File: src/design/lad_pkg.sv
package lad_pkg;

  localparam int LAD_DEPTH  = 8;
  localparam int LAD_DATA_W = 32;
  localparam int LAD_OCC_W  = 4;

  typedef enum logic [1:0] {
    KIND_INS_FRONT = 2'd0,
    KIND_INS_REAR  = 2'd1,
    KIND_REM_FRONT = 2'd2,
    KIND_REM_REAR  = 2'd3
  } kind_t;

  typedef enum logic [1:0] {
    ST_DONE       = 2'd0,
    ST_FRONT_FULL = 2'd1,
    ST_REAR_FULL  = 2'd2,
    ST_EMPTY      = 2'd3
  } status_t;

  typedef enum logic {
    S_IDLE = 1'b0,
    S_SCAN = 1'b1
  } state_t;

endpackage

File: src/design/lad_cell.sv
module lad_cell #(
  parameter int W     = 32,
  parameter int DEPTH = 8,
  parameter int IDX   = 0
) (
  input  logic                     clk,
  input  logic                     wr_en,
  input  logic [$clog2(DEPTH)-1:0] wr_idx,
  input  logic [W-1:0]             wr_data,
  input  logic [$clog2(DEPTH)-1:0] rd_idx,
  input  logic [W-1:0]             pass_in,
  output logic [W-1:0]             pass_out
);
  localparam int IW = $clog2(DEPTH);

  logic [W-1:0] slot_r;
  logic [W-1:0] pass_r;
  logic         sel;

  assign sel = (rd_idx == IW'(IDX));

  // The selected cell injects its slot into the chain; every other cell
  // forwards what its left neighbor offered in the previous cycle.
  assign pass_out = sel ? slot_r : pass_r;

  always_ff @(posedge clk) begin
    if (wr_en && (wr_idx == IW'(IDX))) begin
      slot_r <= wr_data;
    end
    pass_r <= pass_in;
  end

endmodule

File: src/design/linear_array_deque_unit.sv
// For inserts and failed requests the result is registered at the edge of the
// input transfer, and the next request may follow at once.
// A successful removal shifts the slot value along the chain of cells; its
// result is registered when the S_SCAN count reaches DEPTH - 1, and the input
// is stalled until then.
// A held result stalls the input. A synchronous low rst_n empties the deque.
module linear_array_deque_unit #(
  parameter int DEPTH = lad_pkg::LAD_DEPTH
) (
  input  logic                                 clk,
  input  logic                                 rst_n,
  input  logic                                 in_valid,
  output logic                                 in_stall,
  input  logic [1:0]                           in_kind,
  input  logic signed [lad_pkg::LAD_DATA_W-1:0] in_value,
  output logic                                 out_valid,
  input  logic                                 out_stall,
  output logic [1:0]                           out_status,
  output logic signed [lad_pkg::LAD_DATA_W-1:0] out_removed_value,
  output logic [lad_pkg::LAD_OCC_W-1:0]        out_occupancy
);
  import lad_pkg::*;

  localparam int W  = LAD_DATA_W;
  localparam int IW = $clog2(DEPTH);
  localparam int CW = (IW + 1 > LAD_OCC_W) ? IW + 1 : LAD_OCC_W;

  state_t               state_r, state_nxt;
  logic [IW-1:0]        head_r, head_nxt;
  logic [IW-1:0]        tail_r, tail_nxt;
  logic                 empty_r, empty_nxt;
  logic [IW-1:0]        rd_idx_r, rd_idx_nxt;
  logic [IW-1:0]        cnt_r, cnt_nxt;
  logic                 out_valid_r, out_valid_nxt;
  status_t              out_status_r, out_status_nxt;
  logic [W-1:0]         out_value_r, out_value_nxt;
  logic [LAD_OCC_W-1:0] out_occ_r, out_occ_nxt;

  logic                 accept;
  logic                 wr_en;
  logic [IW-1:0]        wr_idx;
  logic [CW-1:0]        occ_full;
  kind_t                kind;
  logic [W-1:0]         chain [DEPTH+1];

  assign kind     = kind_t'(in_kind);
  assign in_stall = (state_r != S_IDLE) || (out_valid_r && out_stall);
  assign accept   = in_valid && !in_stall;

  assign chain[0] = '0;

  for (genvar i = 0; i < DEPTH; i++) begin : g_cell
    lad_cell #(
      .W     (W),
      .DEPTH (DEPTH),
      .IDX   (i)
    ) u_cell (
      .clk      (clk),
      .wr_en    (wr_en),
      .wr_idx   (wr_idx),
      .wr_data  (in_value),
      .rd_idx   (rd_idx_r),
      .pass_in  (chain[i]),
      .pass_out (chain[i+1])
    );
  end

  always_comb begin
    state_nxt      = state_r;
    head_nxt       = head_r;
    tail_nxt       = tail_r;
    empty_nxt      = empty_r;
    rd_idx_nxt     = rd_idx_r;
    cnt_nxt        = cnt_r;
    out_valid_nxt  = out_valid_r && out_stall;
    out_status_nxt = out_status_r;
    out_value_nxt  = out_value_r;
    out_occ_nxt    = out_occ_r;
    wr_en          = 1'b0;
    wr_idx         = '0;

    case (state_r)
      S_IDLE: begin
        if (accept) begin
          out_status_nxt = ST_DONE;
          out_value_nxt  = '0;
          case (kind)
            KIND_INS_FRONT, KIND_INS_REAR: begin
              out_valid_nxt = 1'b1;
              if (empty_r) begin
                head_nxt  = '0;
                tail_nxt  = '0;
                empty_nxt = 1'b0;
                wr_en     = 1'b1;
                wr_idx    = '0;
              end else if (kind == KIND_INS_FRONT) begin
                if (head_r == '0) begin
                  out_status_nxt = ST_FRONT_FULL;
                end else begin
                  head_nxt = head_r - 1'b1;
                  wr_en    = 1'b1;
                  wr_idx   = head_r - 1'b1;
                end
              end else begin
                if (tail_r == IW'(DEPTH - 1)) begin
                  out_status_nxt = ST_REAR_FULL;
                end else begin
                  tail_nxt = tail_r + 1'b1;
                  wr_en    = 1'b1;
                  wr_idx   = tail_r + 1'b1;
                end
              end
            end
            default: begin
              if (empty_r) begin
                out_valid_nxt  = 1'b1;
                out_status_nxt = ST_EMPTY;
              end else begin
                // The slot value reaches the end of the chain while the
                // indices already hold their post-removal values.
                rd_idx_nxt = (kind == KIND_REM_FRONT) ? head_r : tail_r;
                cnt_nxt    = '0;
                state_nxt  = S_SCAN;
                if (head_r == tail_r) begin
                  head_nxt  = '0;
                  tail_nxt  = '0;
                  empty_nxt = 1'b1;
                end else if (kind == KIND_REM_FRONT) begin
                  head_nxt = head_r + 1'b1;
                end else begin
                  tail_nxt = tail_r - 1'b1;
                end
              end
            end
          endcase
          out_occ_nxt = occ_full[LAD_OCC_W-1:0];
        end
      end
      S_SCAN: begin
        cnt_nxt = cnt_r + 1'b1;
        if (cnt_r == IW'(DEPTH - 1)) begin
          out_valid_nxt = 1'b1;
          out_value_nxt = chain[DEPTH];
          state_nxt     = S_IDLE;
        end
      end
      default: begin
        state_nxt = S_IDLE;
      end
    endcase
  end

  assign occ_full = empty_nxt ? '0
                  : (CW'(tail_nxt) - CW'(head_nxt) + CW'(1));

  always_ff @(posedge clk) begin
    if (!rst_n) begin
      state_r     <= S_IDLE;
      head_r      <= '0;
      tail_r      <= '0;
      empty_r     <= 1'b1;
      cnt_r       <= '0;
      rd_idx_r    <= '0;
      out_valid_r <= 1'b0;
    end else begin
      state_r     <= state_nxt;
      head_r      <= head_nxt;
      tail_r      <= tail_nxt;
      empty_r     <= empty_nxt;
      cnt_r       <= cnt_nxt;
      rd_idx_r    <= rd_idx_nxt;
      out_valid_r <= out_valid_nxt;
    end
  end

  always_ff @(posedge clk) begin
    out_status_r <= out_status_nxt;
    out_value_r  <= out_value_nxt;
    out_occ_r    <= out_occ_nxt;
  end

  assign out_valid         = out_valid_r;
  assign out_status        = out_status_r;
  assign out_removed_value = out_value_r;
  assign out_occupancy     = out_occ_r;

endmodule
File: config.mk
export PLATFORM = sky130hd
export DESIGN_NAME = linear_array_deque_unit
export DESIGN_NICKNAME = d
export VERILOG_FILES = /design/src/design/lad_pkg.sv /design/src/design/lad_cell.sv /design/src/design/linear_array_deque_unit.sv
export SDC_FILE = /design/constraint.sdc
export NUM_CORES = 1
export LEC_CHECK = 0
export BUFFER_PORTS_ARGS = -buffer_cell sky130_fd_sc_hd__buf_2
export CORE_MARGIN = 2
export CORE_UTILIZATION = 50
export DETAILED_ROUTE_END_ITERATION = 6
export PLACE_DENSITY_LB_ADDON = 0.25
export SKIP_CTS_REPAIR_TIMING = 1
export SYNTH_ARGS = -nofsm -noshare
export SYNTH_HDL_FRONTEND = slang
export SYNTH_SLANG_ARGS = --single-unit
File: constraint.sdc
create_clock -name clk -period 6.55 [get_ports clk]
set_input_delay 0.3275 -clock clk [delete_from_list [all_inputs] [get_ports clk]]
set_output_delay 0.3275 -clock clk [all_outputs]
set_load 0.01 [all_outputs]
==> results by group <==
Cells and area
  – Non-Filler Instances: approximately 1.7k
  – Area growth syn-to-layout: 14.8%
  – Final Core Density: 0.580
  – Share of post-route cells with drive strength above 1: 0.322
  – Final net count: 1,229

Clocking
  – Clock latency on the worst-skew pair: about 0.57 ns
  – Root buffer cell: clkbuf_16
  – CTS Buf Count: 51
  – Htree depth: 2
  – CTS tree: done
  – CTS clk-pin slew, worst paths: approximately 0.070 ns
  – # clock sinks: 533
  – Longest Clk Path Bufs: 3

Global route
  – Largest net degree at the start of global routing: 42
  – Met3 usage: 0.0329
  – First-pass GRT wire length: 50.1 mm
  – Overall Global Routing Usage: 0.173
  – Met2 usage: 0.289
  – Met1 Usage GRT: 0.228
  – GRT overflow: 0
  – Initial antenna violation count: 2
  – Gr busiest metal: met2
  – Number of global-route vias before repair: approximately 8.8k

Worst setup path
  – Reg-to-reg critical path endpoint: g_cell[3].u_cell.slot_r[5]$_DFFE_PP_
  – Worst R2R Setup Slack: a little under 3 ns
  – Worst reg2reg path depth: 10
  – CP max FO: 22
  – Startpoint types: register
  – Crit. End Element: register
  – Crit path required time: ~6.8 ns
  – Crit path largest cell delay: ~0.81 ns
  – Reg2Reg Launch Point: head_r[0]$_SDFF_PN0_
  – Crit path cell chain: inv_1 > ha_1 > nor2b_1 > inv_1 > ha_1 > or3b_1 > a21oi_2 > nand2_1 > nor3_2 > buf_4
  – Critical path class: register to register
  – Crit-path slowest cell: nor3_2
  – Crit path DAT: 3.88 ns

Yosys
  – Seq/Total Area, Yosys: 0.759
  – Yosys top cell area share: 0.492
  – Cell accounting for the most synthesized area: edfxtp_1
  – Post-Syn Nets: 1,124
  – Syn Inst Count: approximately 1.1k
  – Most frequent cell after synthesis: edfxtp_1
  – Avg Cell Area, Syn: 16.8 µm²
  – Asr flop ratio synth: 0
  – Cell variety after synth: between 60 and 70
  – Mapped Area: 17,900 µm²
  – Predominant post-synthesis flop cell: edfxtp_1
  – Synth area leaders: edfxtp_1 49%, dfxtp_1 27%, mux2_2 12%, nand2_1 1.6%, a21boi_0 1.5%
  – Post-synth EDFFs: 294
  – Synth cell count leaders: 294 x edfxtp_1, 239 x dfxtp_1, 192 x mux2_2, 77 x nand2_1, 36 x and2_1
  – Ys Warns: 0
  – FF+latch count, synth: roughly 530

Placement
  – GP Congestion: 0.843
  – Number of I/O port buffers: 77
  – Final HPWL from detailed placement: approximately 18 mm
  – Placed insts: approximately 1.6k

Route
  – Wirelength per Cell: approximately 19 µm
  – First drt pass iteration count: 4
  – Post-route ant nets: 0
  – Initial DRC Count: about 470
  – Final WL: 31.9 mm
  – Post-route DRC: 0
  – DR vias/cell: between 5 and 6
  – Via count: 8,618

Min path
  – Min-delay src: in_value[17]
  – Hold Path Class: input port to register
  – Hold Path End: g_cell[5].u_cell.slot_r[17]$_DFFE_PP_
  – Worst hold stages: 1

Timing
  – TNS Setup: 0 ns
  – Max-slew headroom: 0.273
  – Fin crit period: 3.67 ns
  – F_max: about 0.27 GHz
  – Max-slew violations: 0
  – Crit share post-route: 0.560
  – Setup violators final: 0
  – WHS: between 0.05 and 0.06 ns
  – Worst-Margin Slew: about 1.1 ns
  – Clock skew: roughly 0.025 ns
  – Fin. Hold Viols: 0
  – RSZ-0062 raised after global routing: no

Pwr
  – Peak VDD IR: ~0.22 mV
  – Final Power: around 6.9 mW
  – Power Density: between 300 and 400 nW/µm²
  – Leakage power: about 7.4 nW

Run status
  – Status: finished clean

Floorplan
  – Rows: 69
  – Initial Utilization: 0.505
  – Core footprint: ~35,000 µm²
  – Die Y: approximately 190 µm
  – Die footprint: approximately 37,000 µm²
  – Die width: roughly 190 µm
  – Ports: between 70 and 80

Flow run
  – MaxCap Viol Count: 0
placed cells by master, fill, tap and decap left out, drive strengths merged, types with 5 or more instances in the layout:
cell type	instances
inv	18
clkbuf	76
nor3	11
nand3	5
ha	15
nand3b	5
a21oi	10
nand2	77
dfxtp	239
and2	36
nor2b	6
o21ai	6
mux2	192
a21boi	35
nor2	9
clkinv	13
edfxtp	294
buf	95
nand2b	6
logic make-up (layout without fill, tap and decap cells):
group,Yosys count,in the layout,synth area share
other,0,1,0
buffers and inverters,61,208,0.0157
adder cells (fa/ha/maj),16,16,0.0116
flip-flops,533,533,0.759
XOR/XNOR,4,4,0.00195
AO/OA/AOI/OAI,87,87,0.0377
multiplexers,196,196,0.123
AND/OR/NAND/NOR,173,173,0.0511
where the power goes:
| part | total (mW) | switching (mW) | leakage, nW | internal, mW |
|---|---|---|---|---|
| combinational | 0.288 | 0.142 | 1.92 | 0.146 |
| sequential | 3.76 | 0.0464 | 4.70 | 3.71 |
| clock | 2.89 | 1.18 | 0.821 | 1.71 |
critical path, delay by kind of cell, from the launching register on:
family | cells | cell delay (ns)
DFF | 1 | 0.41
and+or+nand+nor | 4 | 1.54
AOI/OAI and AO/OA | 1 | 0.25
buffers and inverters | 3 | 0.73
adders and majority gates | 2 | 0.36
layer usage:
metal | routed length (µm) | vias up
met5 | 0 | -
met4 | 638 | 0
met3 | 1310 | 48
met2 | 15600 | 153
met1 | 14300 | 4314
li1 | - | 4103
flip-flops by register name, indices dropped and copies added (netlist names), 2 cells and up:
| name | count |
|---|---|
| tail_r | 3 |
| out_occupancy | 4 |
| out_removed_value | 32 |
| rd_idx_r | 3 |
| out_status | 2 |
| cnt_r | 3 |
| g_cell.u_cell.pass_r | 224 |
| head_r | 3 |
| g_cell.u_cell.slot_r | 256 |
area by class of cell:
type | count | area, µm²
clock inverters | 19 | 178
fillers | 2699 | 14900
flip-flops and latches | 533 | 13600
clock buffers | 76 | 1500
repair buffers | 95 | 520
inverters | 18 | 70.1
well taps | 461 | 577
diodes | 1 | 2.50
multi-input cells | 476 | 4110
stage by stage:
stage                     cell area, µm²  worst slack, ns
after floorplan                    17900             1.57
after global placement             18900             2.90
after detailed placement           18900             2.84
after CTS                          20600             2.79
after global routing               20600             2.57
final                              20600             2.88
worst max-delay path by stage:
| stage | slack (ns) | depth (start not counted) | startpoint | to |
|---|---|---|---|---|
| floorplan | 1.57 | 7 | tail_r[0]$_SDFF_PN0_ | g_cell[2].u_cell.slot_r[0]$_DFFE_PP_ |
| global placement | 2.90 | 10 | head_r[0]$_SDFF_PN0_ | g_cell[3].u_cell.slot_r[1]$_DFFE_PP_ |
| detailed placement | 2.84 | 10 | head_r[0]$_SDFF_PN0_ | g_cell[3].u_cell.slot_r[5]$_DFFE_PP_ |
| CTS | 2.79 | 10 | head_r[0]$_SDFF_PN0_ | g_cell[3].u_cell.slot_r[5]$_DFFE_PP_ |
| global route | 2.57 | 10 | head_r[0]$_SDFF_PN0_ | g_cell[3].u_cell.slot_r[5]$_DFFE_PP_ |
| finish | 2.88 | 10 | head_r[0]$_SDFF_PN0_ | g_cell[3].u_cell.slot_r[5]$_DFFE_PP_ |
Note: power is estimated with default switching activity, not from simulation.
